`src/rtl/rhc_pkg.sv`:
```
`default_nettype none
package rhc_pkg;

    localparam int CHANNEL_BITS_DEF = 16;
    localparam int FIELD_BITS       = 16;
    localparam int IN_TDATA_BITS    = 48;
    localparam int HUE_BITS         = 16;
    localparam int LIGHT_BITS       = 17;
    localparam int CLASS_BITS       = 3;
    localparam int OUT_TDATA_BITS   = 40;
    localparam int QUO_STEP_BITS    = 2;
    localparam int DIV_STAGES       = HUE_BITS / QUO_STEP_BITS;
    localparam int CFG_BITS         = 16;
    localparam int APB_DATA_BITS    = 32;
    localparam int APB_ADDR_BITS    = 5;

    typedef enum logic [CLASS_BITS-1:0] {
        CLS_WHITE   = 3'd0,
        CLS_BLACK   = 3'd1,
        CLS_RED     = 3'd2,
        CLS_MAGENTA = 3'd3,
        CLS_BLUE    = 3'd4,
        CLS_CYAN    = 3'd5,
        CLS_GREEN   = 3'd6,
        CLS_YELLOW  = 3'd7
    } t_class;

    typedef enum logic [2:0] {
        REG_WHITE_LEVEL     = 3'd0,
        REG_BLACK_LEVEL     = 3'd1,
        REG_RED_HUE_MIN     = 3'd2,
        REG_MAGENTA_HUE_MIN = 3'd3,
        REG_BLUE_HUE_MIN    = 3'd4,
        REG_CYAN_HUE_MIN    = 3'd5,
        REG_GREEN_HUE_MIN   = 3'd6,
        REG_YELLOW_HUE_MIN  = 3'd7
    } t_reg_idx;

    typedef enum logic [1:0] {
        SEC_RED   = 2'd0,
        SEC_GREEN = 2'd1,
        SEC_BLUE  = 2'd2
    } t_sector;

    typedef struct packed {
        logic [CFG_BITS-1:0] white_level;
        logic [CFG_BITS-1:0] black_level;
        logic [CFG_BITS-1:0] red_hue_min;
        logic [CFG_BITS-1:0] magenta_hue_min;
        logic [CFG_BITS-1:0] blue_hue_min;
        logic [CFG_BITS-1:0] cyan_hue_min;
        logic [CFG_BITS-1:0] green_hue_min;
        logic [CFG_BITS-1:0] yellow_hue_min;
    } t_cfg;

    localparam t_cfg CFG_RESET = '{
        white_level:     16'd49152,
        black_level:     16'd4096,
        red_hue_min:     16'd60075,
        magenta_hue_min: 16'd49152,
        blue_hue_min:    16'd38229,
        cyan_hue_min:    16'd27307,
        green_hue_min:   16'd16384,
        yellow_hue_min:  16'd5461
    };

endpackage
`default_nettype wire

```
`src/rtl/rhc_regs.sv`:
```
`default_nettype none
module rhc_regs (
    input  wire logic                                i_clk,
    input  wire logic                                i_rst_n,
    input  wire logic                                psel,
    input  wire logic                                penable,
    input  wire logic                                pwrite,
    input  wire logic [rhc_pkg::APB_ADDR_BITS-1:0]   paddr,
    input  wire logic [rhc_pkg::APB_DATA_BITS-1:0]   pwdata,
    output logic      [rhc_pkg::APB_DATA_BITS-1:0]   prdata,
    output logic                                     pready,
    output rhc_pkg::t_cfg                            o_cfg
);
    import rhc_pkg::*;

    t_cfg                r_cfg;
    t_reg_idx            reg_idx;
    logic [CFG_BITS-1:0] wdata;
    logic [CFG_BITS-1:0] rdata;

    assign reg_idx = t_reg_idx'(paddr[APB_ADDR_BITS-1:2]);
    assign wdata   = pwdata[CFG_BITS-1:0];
    assign pready  = 1'b1;

    always_ff @(posedge i_clk) begin
        if (!i_rst_n) begin
            r_cfg <= CFG_RESET;
        end else if (psel && penable && pwrite && pready) begin
            unique case (reg_idx)
                REG_WHITE_LEVEL:     r_cfg.white_level     <= wdata;
                REG_BLACK_LEVEL:     r_cfg.black_level     <= wdata;
                REG_RED_HUE_MIN:     r_cfg.red_hue_min     <= wdata;
                REG_MAGENTA_HUE_MIN: r_cfg.magenta_hue_min <= wdata;
                REG_BLUE_HUE_MIN:    r_cfg.blue_hue_min    <= wdata;
                REG_CYAN_HUE_MIN:    r_cfg.cyan_hue_min    <= wdata;
                REG_GREEN_HUE_MIN:   r_cfg.green_hue_min   <= wdata;
                REG_YELLOW_HUE_MIN:  r_cfg.yellow_hue_min  <= wdata;
                default:             r_cfg <= r_cfg;
            endcase
        end
    end

    always_comb begin
        unique case (reg_idx)
            REG_WHITE_LEVEL:     rdata = r_cfg.white_level;
            REG_BLACK_LEVEL:     rdata = r_cfg.black_level;
            REG_RED_HUE_MIN:     rdata = r_cfg.red_hue_min;
            REG_MAGENTA_HUE_MIN: rdata = r_cfg.magenta_hue_min;
            REG_BLUE_HUE_MIN:    rdata = r_cfg.blue_hue_min;
            REG_CYAN_HUE_MIN:    rdata = r_cfg.cyan_hue_min;
            REG_GREEN_HUE_MIN:   rdata = r_cfg.green_hue_min;
            REG_YELLOW_HUE_MIN:  rdata = r_cfg.yellow_hue_min;
            default:             rdata = '0;
        endcase
    end

    assign prdata = APB_DATA_BITS'(rdata);
    assign o_cfg  = r_cfg;

endmodule
`default_nettype wire

```
`src/rtl/rhc_prep.sv`:
```
`default_nettype none
module rhc_prep #(
    parameter int CHANNEL_BITS = rhc_pkg::CHANNEL_BITS_DEF
) (
    input  wire logic                              i_clk,
    input  wire logic                              i_rst_n,
    input  wire logic                              i_en,
    input  wire logic                              i_valid,
    input  wire logic [rhc_pkg::IN_TDATA_BITS-1:0] i_tdata,
    output logic                                   o_valid,
    output logic      [CHANNEL_BITS+2:0]           o_num,
    output logic      [CHANNEL_BITS+2:0]           o_den,
    output logic      [CHANNEL_BITS:0]             o_light
);
    import rhc_pkg::*;

    localparam int CB = CHANNEL_BITS;
    localparam int DW = CB + 3;
    localparam int NW = CB + 4;

    logic [CB-1:0] red, green, blue, mx, mn;
    t_sector       sec;

    logic          r_v1;
    logic [CB-1:0] r_red, r_green, r_blue, r_mx, r_mn;
    t_sector       r_sec;

    logic                 r_v2;
    logic [DW-1:0]        r_num, r_den;
    logic [CB:0]          r_light;

    logic [CB-1:0]        d;
    logic [DW-1:0]        six_d;
    logic signed [NW-1:0] n;
    logic [DW-1:0]        num, den;

    // stage 1: extremes and winning sector
    assign red   = i_tdata[CB-1:0];
    assign green = i_tdata[FIELD_BITS+CB-1:FIELD_BITS];
    assign blue  = i_tdata[2*FIELD_BITS+CB-1:2*FIELD_BITS];

    always_comb begin
        mx = red;
        mn = red;
        if (green > mx) mx = green;
        if (blue > mx)  mx = blue;
        if (green < mn) mn = green;
        if (blue < mn)  mn = blue;
        // ties: blue over green over red
        priority if (blue == mx) sec = SEC_BLUE;
        else if (green == mx)    sec = SEC_GREEN;
        else                     sec = SEC_RED;
    end

    always_ff @(posedge i_clk) begin
        if (!i_rst_n) begin
            r_v1 <= 1'b0;
        end else if (i_en) begin
            r_v1 <= i_valid;
        end
    end

    always_ff @(posedge i_clk) begin
        if (i_en) begin
            r_red   <= red;
            r_green <= green;
            r_blue  <= blue;
            r_mx    <= mx;
            r_mn    <= mn;
            r_sec   <= sec;
        end
    end

    // stage 2: sector numerator over 6*spread
    assign d     = r_mx - r_mn;
    assign six_d = (DW'(d) << 2) + (DW'(d) << 1);

    always_comb begin
        unique case (r_sec)
            SEC_BLUE:  n = signed'(NW'(DW'(d) << 2)) + signed'(NW'(r_red))
                           - signed'(NW'(r_green));
            SEC_GREEN: n = signed'(NW'(DW'(d) << 1)) + signed'(NW'(r_blue))
                           - signed'(NW'(r_red));
            SEC_RED:   n = signed'(NW'(r_green)) - signed'(NW'(r_blue));
            default:   n = '0;
        endcase
        // wrap negative red hue into one turn
        if (n < 0) n = n + signed'(NW'(six_d));
        if (d == '0) begin
            // zero spread: numerator 0 under an all-ones divisor yields 0
            num = '0;
            den = '1;
        end else begin
            num = n[DW-1:0];
            den = six_d;
        end
    end

    always_ff @(posedge i_clk) begin
        if (!i_rst_n) begin
            r_v2 <= 1'b0;
        end else if (i_en) begin
            r_v2 <= r_v1;
        end
    end

    always_ff @(posedge i_clk) begin
        if (i_en) begin
            r_num   <= num;
            r_den   <= den;
            r_light <= (CB+1)'(r_mx) + (CB+1)'(r_mn);
        end
    end

    assign o_valid = r_v2;
    assign o_num   = r_num;
    assign o_den   = r_den;
    assign o_light = r_light;

endmodule
`default_nettype wire

```
`src/rtl/rhc_div_stage.sv`:
```
`default_nettype none
module rhc_div_stage #(
    parameter int CHANNEL_BITS = rhc_pkg::CHANNEL_BITS_DEF
) (
    input  wire logic                         i_clk,
    input  wire logic                         i_rst_n,
    input  wire logic                         i_en,
    input  wire logic                         i_valid,
    input  wire logic [CHANNEL_BITS+2:0]      i_rem,
    input  wire logic [CHANNEL_BITS+2:0]      i_den,
    input  wire logic [rhc_pkg::HUE_BITS-1:0] i_quo,
    input  wire logic [CHANNEL_BITS:0]        i_light,
    output logic                              o_valid,
    output logic      [CHANNEL_BITS+2:0]      o_rem,
    output logic      [CHANNEL_BITS+2:0]      o_den,
    output logic      [rhc_pkg::HUE_BITS-1:0] o_quo,
    output logic      [CHANNEL_BITS:0]        o_light
);
    import rhc_pkg::*;

    localparam int DW = CHANNEL_BITS + 3;

    logic [DW-1:0]       rem;
    logic [DW:0]         t;
    logic [HUE_BITS-1:0] quo;

    logic                r_valid;
    logic [DW-1:0]       r_rem, r_den;
    logic [HUE_BITS-1:0] r_quo;
    logic [CHANNEL_BITS:0] r_light;

    // restoring division, two quotient bits per stage
    always_comb begin
        rem = i_rem;
        quo = i_quo;
        t   = '0;
        for (int k = 0; k < QUO_STEP_BITS; k++) begin
            t = {rem, 1'b0};
            if (t >= {1'b0, i_den}) begin
                t   = t - {1'b0, i_den};
                quo = {quo[HUE_BITS-2:0], 1'b1};
            end else begin
                quo = {quo[HUE_BITS-2:0], 1'b0};
            end
            rem = t[DW-1:0];
        end
    end

    always_ff @(posedge i_clk) begin
        if (!i_rst_n) begin
            r_valid <= 1'b0;
        end else if (i_en) begin
            r_valid <= i_valid;
        end
    end

    always_ff @(posedge i_clk) begin
        if (i_en) begin
            r_rem   <= rem;
            r_den   <= i_den;
            r_quo   <= quo;
            r_light <= i_light;
        end
    end

    assign o_valid = r_valid;
    assign o_rem   = r_rem;
    assign o_den   = r_den;
    assign o_quo   = r_quo;
    assign o_light = r_light;

endmodule
`default_nettype wire

```
`src/rtl/rhc_classify.sv`:
```
`default_nettype none
module rhc_classify #(
    parameter int CHANNEL_BITS = rhc_pkg::CHANNEL_BITS_DEF
) (
    input  wire logic                               i_clk,
    input  wire logic                               i_rst_n,
    input  wire logic                               i_en,
    input  wire logic                               i_valid,
    input  wire logic [rhc_pkg::HUE_BITS-1:0]       i_hue,
    input  wire logic [CHANNEL_BITS:0]              i_light,
    input  wire rhc_pkg::t_cfg                      i_cfg,
    output logic                                    o_valid,
    output logic      [rhc_pkg::OUT_TDATA_BITS-1:0] o_tdata
);
    import rhc_pkg::*;

    logic [LIGHT_BITS-1:0] light;
    t_class                cls;

    logic                  r_valid;
    logic [HUE_BITS-1:0]   r_hue;
    logic [LIGHT_BITS-1:0] r_light;
    t_class                r_cls;

    assign light = LIGHT_BITS'(i_light);

    always_comb begin
        priority if (light > {i_cfg.white_level, 1'b0}) cls = CLS_WHITE;
        else if (light < {i_cfg.black_level, 1'b0})     cls = CLS_BLACK;
        else if (i_hue > i_cfg.red_hue_min)             cls = CLS_RED;
        else if (i_hue > i_cfg.magenta_hue_min)         cls = CLS_MAGENTA;
        else if (i_hue > i_cfg.blue_hue_min)            cls = CLS_BLUE;
        else if (i_hue > i_cfg.cyan_hue_min)            cls = CLS_CYAN;
        else if (i_hue > i_cfg.green_hue_min)           cls = CLS_GREEN;
        else if (i_hue > i_cfg.yellow_hue_min)          cls = CLS_YELLOW;
        else                                            cls = CLS_RED;
    end

    always_ff @(posedge i_clk) begin
        if (!i_rst_n) begin
            r_valid <= 1'b0;
        end else if (i_en) begin
            r_valid <= i_valid;
        end
    end

    always_ff @(posedge i_clk) begin
        if (i_en) begin
            r_hue   <= i_hue;
            r_light <= light;
            r_cls   <= cls;
        end
    end

    assign o_valid = r_valid;
    assign o_tdata = OUT_TDATA_BITS'({r_cls, r_light, r_hue});

endmodule
`default_nettype wire

```
`src/rtl/rgb_hue_color_classifier_core.sv`:
```
// rgb hue color classifier: takes one rgb sample per item and returns its hsv hue as a
// 16-bit fraction of a turn, its lightness (max + min channel) and one of eight color
// classes (white, black, red, magenta, blue, cyan, green, yellow). white and black are
// decided by lightness against twice the level registers, otherwise the hue is checked
// against six thresholds from red down to yellow, strictly, with red as fallback.
// the block takes one item every cycle unless the output stalls; each item passes eleven
// register stages: one for max/min, one for the sector numerator, eight divider stages
// retiring two quotient bits each, and the classify/output register. the whole pipeline
// advances together whenever the output register is empty or being taken, so a stall at
// the output holds every stage in place. thresholds are set over the apb port and should
// only change while no item is in flight.
`default_nettype none
module rgb_hue_color_classifier_core #(
    parameter int CHANNEL_BITS = rhc_pkg::CHANNEL_BITS_DEF
) (
    input  wire logic                               i_clk,
    input  wire logic                               i_rst_n,
    // slave side, tdata: red [15:0], green [31:16], blue [47:32]
    input  wire logic                               i_s_axis_tvalid,
    output logic                                    o_s_axis_tready,
    input  wire logic [rhc_pkg::IN_TDATA_BITS-1:0]  i_s_axis_tdata,
    // master side, tdata: hue_turn [15:0], lightness_x2 [32:16], color_class [35:33], zeros
    output logic                                    o_m_axis_tvalid,
    input  wire logic                               i_m_axis_tready,
    output logic      [rhc_pkg::OUT_TDATA_BITS-1:0] o_m_axis_tdata,
    // config port
    input  wire logic                               psel,
    input  wire logic                               penable,
    input  wire logic                               pwrite,
    input  wire logic [rhc_pkg::APB_ADDR_BITS-1:0]  paddr,
    input  wire logic [rhc_pkg::APB_DATA_BITS-1:0]  pwdata,
    output logic      [rhc_pkg::APB_DATA_BITS-1:0]  prdata,
    output logic                                    pready
);
    import rhc_pkg::*;

    localparam int DW = CHANNEL_BITS + 3;

    t_cfg cfg;
    logic en;

    // divider chain taps, index 0 is the prep output
    logic                    div_valid [DIV_STAGES+1];
    logic [DW-1:0]           div_rem   [DIV_STAGES+1];
    logic [DW-1:0]           div_den   [DIV_STAGES+1];
    logic [HUE_BITS-1:0]     div_quo   [DIV_STAGES+1];
    logic [CHANNEL_BITS:0]   div_light [DIV_STAGES+1];

    // global advance: the output register is free or being drained
    assign en              = !o_m_axis_tvalid || i_m_axis_tready;
    assign o_s_axis_tready = en;

    rhc_regs u_regs (
        .i_clk   (i_clk),
        .i_rst_n (i_rst_n),
        .psel    (psel),
        .penable (penable),
        .pwrite  (pwrite),
        .paddr   (paddr),
        .pwdata  (pwdata),
        .prdata  (prdata),
        .pready  (pready),
        .o_cfg   (cfg)
    );

    rhc_prep #(
        .CHANNEL_BITS (CHANNEL_BITS)
    ) u_prep (
        .i_clk   (i_clk),
        .i_rst_n (i_rst_n),
        .i_en    (en),
        .i_valid (i_s_axis_tvalid),
        .i_tdata (i_s_axis_tdata),
        .o_valid (div_valid[0]),
        .o_num   (div_rem[0]),
        .o_den   (div_den[0]),
        .o_light (div_light[0])
    );

    // quotient starts empty; the numerator is always below the divisor
    assign div_quo[0] = '0;

    for (genvar s = 0; s < DIV_STAGES; s++) begin : g_div
        rhc_div_stage #(
            .CHANNEL_BITS (CHANNEL_BITS)
        ) u_div (
            .i_clk   (i_clk),
            .i_rst_n (i_rst_n),
            .i_en    (en),
            .i_valid (div_valid[s]),
            .i_rem   (div_rem[s]),
            .i_den   (div_den[s]),
            .i_quo   (div_quo[s]),
            .i_light (div_light[s]),
            .o_valid (div_valid[s+1]),
            .o_rem   (div_rem[s+1]),
            .o_den   (div_den[s+1]),
            .o_quo   (div_quo[s+1]),
            .o_light (div_light[s+1])
        );
    end

    // final remainder and divisor are dropped, only the quotient matters
    rhc_classify #(
        .CHANNEL_BITS (CHANNEL_BITS)
    ) u_classify (
        .i_clk   (i_clk),
        .i_rst_n (i_rst_n),
        .i_en    (en),
        .i_valid (div_valid[DIV_STAGES]),
        .i_hue   (div_quo[DIV_STAGES]),
        .i_light (div_light[DIV_STAGES]),
        .i_cfg   (cfg),
        .o_valid (o_m_axis_tvalid),
        .o_tdata (o_m_axis_tdata)
    );

endmodule
`default_nettype wire

```
`config.mk`:
```
export PLATFORM = sky130hd
export DESIGN_NAME = rgb_hue_color_classifier_core
export DESIGN_NICKNAME = d
export VERILOG_FILES = /design/src/rtl/rhc_pkg.sv /design/src/rtl/rhc_regs.sv /design/src/rtl/rhc_prep.sv /design/src/rtl/rhc_div_stage.sv /design/src/rtl/rhc_classify.sv /design/src/rtl/rgb_hue_color_classifier_core.sv
export SDC_FILE = /design/constraint.sdc
export NUM_CORES = 2
export LEC_CHECK = 0
export ABC_AREA = 1
export BUFFER_PORTS_ARGS = -buffer_cell sky130_fd_sc_hd__buf_2
export CAP_MARGIN = 5
export CORE_AREA = 3 3 436 438
export CTS_BUF_LIST = sky130_fd_sc_hd__clkbuf_8
export DETAILED_ROUTE_END_ITERATION = 12
export DIE_AREA = 0 0 439 441
export HOLD_SLACK_MARGIN = 0.05
export PLACE_DENSITY = 0.47
export SETUP_SLACK_MARGIN = 0.02
export SKIP_LAST_GASP = 1
export SLEW_MARGIN = 20
export SYNTH_ARGS = -nofsm -noshare
export SYNTH_HDL_FRONTEND = slang
export SYNTH_HIERARCHICAL = 1
export SYNTH_SLANG_ARGS = --single-unit
```
`constraint.sdc`:
```
create_clock -name i_clk -period 29.5 [get_ports i_clk]
set_input_delay 5.9 -clock i_clk [delete_from_list [all_inputs] [get_ports i_clk]]
set_output_delay 5.9 -clock i_clk [all_outputs]
set_load 0.05 [all_outputs]
```
# After elaboration in Yosys (flattened, before gate mapping)
# Index checks and enable logic that the tools add are counted.
[classes]
addsub = 24
multipliers = 0
n_div = 0
order_cmp = 29
eq_ne = 11
shift = 0
muxes = 46
n_bitwise = 0
n_reduce_logical = 17
[ops]
columns = ["operator", "count"]
rows = [
  ["20-bit by 19-bit >= comparator with 1-bit output", 16],
  ["19-bit 2-to-1 mux", 16],
  ["19-bit subtractor", 15],
  ["16-bit greater-than comparator", 8],
  ["16-bit one-hot mux with 8 select lines", 1],
  ["16-bit 2-to-1 mux", 4],
  ["20-bit one-hot mux with 3 select lines", 1],
  ["20-bit by 17-bit subtractor with 20-bit output", 2],
  ["16-bit == test", 2],
  ["16-bit less-than comparator", 2],
  ["20-bit by 1-bit less-than comparator with 1-bit output, second input constant", 1],
  ["18-bit by 16-bit adder with 19-bit output", 1],
  ["18-bit by 17-bit adder with 19-bit output", 1],
  ["19-bit adder", 1],
  ["17-bit by 16-bit adder with 18-bit output", 1],
  ["1-bit 2-to-1 mux", 18],
  ["16-bit by 16-bit adder with 17-bit output", 1],
  ["17-bit greater-than comparator", 1],
  ["17-bit less-than comparator", 1],
  ["16-bit by 16-bit subtractor with 17-bit output", 1],
  ["16-bit logical NOT", 1],
  ["2-bit AND reduction", 8],
  ["16-bit subtractor", 1],
  ["3-bit == test, second input constant", 4],
  ["other kinds (13)", 19],
]
[totals]
regBits = 786
latchBits = 0
ram_bits = 0
rom_bits = 0
wordCells = 197
mem_count = 0

# Logic depth before layout (Yosys ltp)
[logic_depth]
word_depth = 8
ltp_mapped = 36

# By module
# Netlist, hierarchy kept.
[modules_own_cells]
columns = ["module", "n_inst", "cells_each", "area_each_um2", "seq_area_each_um2"]
rows = [
  ["rhc_div_stage", 8, 625, 5067.4, 2152.1],
  ["rhc_prep", 1, 1835, 14023.4, 4154.0],
  ["rhc_regs", 1, 879, 6023.3, 2562.5],
  ["rhc_classify", 1, 571, 4464.3, 1101.1],
  ["rgb_hue_color_classifier_core", 1, 3, 11.3, 0.0],
]

# Worst setup path after synthesis
# No wires, ideal clock.
[synth_path]
path_kind = "input -> output"
start = "in i_m_axis_tready"
end = "out o_s_axis_tready"
t_arrival_ns = 22.068
t_required_ns = 23.600
setup_slack_ns = 1.532
stages = 2
n_path_buf = 0
path_cell_list = "inv_1 -> nand2_1"
[synth_between]
elab_chain_cells = 1
[synth_lines]
columns = ["item", "line_no", "text"]
rows = [
  ["from (decl)", "rgb_hue_color_classifier_core.sv:24", "input wire logic i_m_axis_tready,"],
  ["1-bit logical OR", "rgb_hue_color_classifier_core.sv:50", "assign en = !o_m_axis_tvalid || i_m_axis_tready;"],
  ["to (decl)", "rgb_hue_color_classifier_core.sv:20", "output logic o_s_axis_tready,"],
]
# No other way between the ends.

# Worst setup path in the final report
[layout_path]
start = "in paddr[4] in the netlist's numbering"
end = "out prdata[7] in the netlist's numbering"
[layout_between]
elab_chain_cells = 2
word_cells_on_any_way = 9
cone_classes = "eq/ne (7); mux (1); reduce/logical (1)"
[layout_lines]
columns = ["item", "line_no", "text"]
rows = [
  ["from (decl)", "rgb_hue_color_classifier_core.sv:30", "input wire logic [rhc_pkg::APB_ADDR_BITS-1:0] paddr,"],
  ["3-bit == test, or another cell as far along", "rhc_regs.sv:44", "unique case (reg_idx)"],
  ["16-bit one-hot mux with 8 select lines *", "rhc_regs.sv:44", ""],
  ["to (decl)", "rgb_hue_color_classifier_core.sv:32", "output logic [rhc_pkg::APB_DATA_BITS-1:0] prdata,"],
]
# Every way passes the cells marked *; elsewhere a longest branch is shown, timed or not.

==> results.md <==
- Final TNS setup: 0 ps
- Sinks on Clock Net: 786
- TritonRoute pass-1 iters: 6
- Die height: 441 um
- Non-Filler Cell Area, Final: 67100 um^2
- I/O pin count: about 170
- Horizontal extent of the die: 439 um
- Crit path DAT: 8250 ps
- Total of max-cap violations: 0
- Routability congestion estimate from global placement: around 0.9
- Critical path type: in2out
- Total of endpoints with negative setup slack in the final report: 0
- Area of the mapped netlist: 61400 um^2
- Cell Area, Placed: 64200 um^2
- Unrepaired setup endpoints after global routing: no
- Global-route wire length before repair: 290 mm
- Initial cell density of the core: 32.8%
- Vias in the first global route: about 50000
- Die Footprint: 194000 um^2
- Drt via density: 4.82
- Initial detailed-routing violation count: 3622
- DRC Markers: 0
- Rel. slew slack: a little over a fifth
- CTS tree: built
- Cts bufs inserted: between 100 and 150
- Period utilization: 48.0%
- Count of antenna-violating nets left after detailed routing: 0
- Post-CTS Setup Inserts: 0
- Cts hold-fix bufs: 0
- Number of H-tree levels: 4
- Post-detailed-route wirelength per cell: 17.3 um
- Class of the worst hold path: reg2reg
- Post-DP HPWL: ~150 mm
- R2R setup slack: 22520 ps
- Number of hold violations in the final report: 0
- CP required: 23600 ps
- Remaining global-route overflow: 0
- Count of yosys warnings during synthesis: 6
- Worst skew pair latency: 890 ps
- Reg clk slew, reported paths: 60 ps
- Vias after detailed routing: 51900
- Number of cells produced by synthesis: 8014
- Antenna violations before repair: 8
- Fin crit period: 14150 ps
- Layout cell share with drive strength beyond 1: 9.51%
- Cell at the root of the clock tree: sky130_fd_sc_hd__clkbuf_8
- Worst Path Max Fanout: 53
- Cts repair resizes: 0
- Run status: finished clean
- Clock Skew: 52.7 ps
- Area of the core: 187000 um^2
- Final nets: around 8900
- Actual slew at the worst max-slew pin: 1180 ps
- Total wire length after detailed routing: 186 mm
- Site row count: 159
- Port buffer count: 127
- Maximum buffer depth of the clock tree: 3
- Area added between synthesis and finish: 9.34%
- CP startpoint kind: input pin
- Overall routing resource usage: 19.1%
- Crit. End Element: output port
- Syn_area_per_cell: between 7 and 8 um^2
- Max Clock Freq: 0.0706 GHz
- Pin count of the biggest net entering global routing: between 150 and 200
- Total count of max-transition violations in the final report: 0
area by class of cell:
class,count,area [um^2]
fill,19900,120000
multi-input combinational,5989,34000
sequential,786,22200
inverter,1084,4080
tap,2495,3120
clock buffer,156,2150
timing repair buffer,143,783
clock inverter,106,697
antenna,13,32.5
through the flow:
step	worst slack, ps	utilization, %	std cells	hold slack (ps)
floorplan	3500	-	8032	400
global placement	15420	34.4	10500	400
detailed placement	15390	34.4	10500	405
CTS	15380	35.9	10800	368
global route	15230	35.9	10800	381
finish	15350	35.9	10800	389
metal layers:
| metal | global-route usage, % | vias up | share of wire (%) |
|---|---|---|---|
| li1 | - | 26600 | - |
| met1 | 25.0 | 24000 | 46 |
| met2 | 32.9 | 1126 | 48 |
| met3 | 2.31 | 228 | 4.0 |
| met4 | 5.30 | 0 | 2.3 |
| met5 | 0 | - | 0 |
flip-flops by register name (all words and copies together) (netlist names), 17 cells and up:
name and count:
g_div.u_div/o_light 136, g_div.u_div/o_den 133, g_div.u_div/o_rem 133, u_regs/o_cfg 128
g_div.u_div/o_quo 72, u_prep/o_den 19, u_prep/o_num 19, u_classify/r_light 17
u_prep/o_light 17
final timing paths:
kind	from	endpoint	depth (start not counted)
max	paddr[4]	prdata[7]	7
min reg2reg	g_div[0].u_div/o_light[6]$_DFFE_PP_	g_div[1].u_div/o_light[6]$_DFFE_PP_	0
max reg2reg	u_prep/r_mx[0]$_DFFE_PP_	u_prep/o_num[18]$_SDFFCE_PN0P_	32
min	g_div[0].u_div/o_light[6]$_DFFE_PP_	g_div[1].u_div/o_light[6]$_DFFE_PP_	0
worst max-delay path: stages:
cell and delay, ps:
sky130_fd_sc_hd__buf_2 390, sky130_fd_sc_hd__inv_4 610, sky130_fd_sc_hd__nand2_1 170, sky130_fd_sc_hd__inv_1 520
sky130_fd_sc_hd__nand2_1 130, sky130_fd_sc_hd__nand3_1 210, sky130_fd_sc_hd__buf_2 300
placed cells by master (no fill, tap or decap), types with 38 or more instances in the layout:
master                     instances
sky130_fd_sc_hd__nand2_1        2411
sky130_fd_sc_hd__inv_1          1046
sky130_fd_sc_hd__nor2_1          677
sky130_fd_sc_hd__edfxtp_1        647
sky130_fd_sc_hd__ha_1            596
sky130_fd_sc_hd__nand3_1         555
sky130_fd_sc_hd__a21oi_1         426
sky130_fd_sc_hd__o21ai_0         250
sky130_fd_sc_hd__clkbuf_8        156
sky130_fd_sc_hd__nand4_1         141
sky130_fd_sc_hd__dfxtp_1         139
sky130_fd_sc_hd__buf_2           126
sky130_fd_sc_hd__xnor2_1          99
sky130_fd_sc_hd__xor2_1           98
sky130_fd_sc_hd__nand2_2          80
sky130_fd_sc_hd__inv_2            70
sky130_fd_sc_hd__nor3_1           63
sky130_fd_sc_hd__o21ai_1          50
sky130_fd_sc_hd__fa_1             44
sky130_fd_sc_hd__nand3b_1         43
sky130_fd_sc_hd__or2_2            43
sky130_fd_sc_hd__nand3_2          38
Power is not shown: default switching activity piles up to over one toggle a cycle in this logic, so the estimate is an artifact.
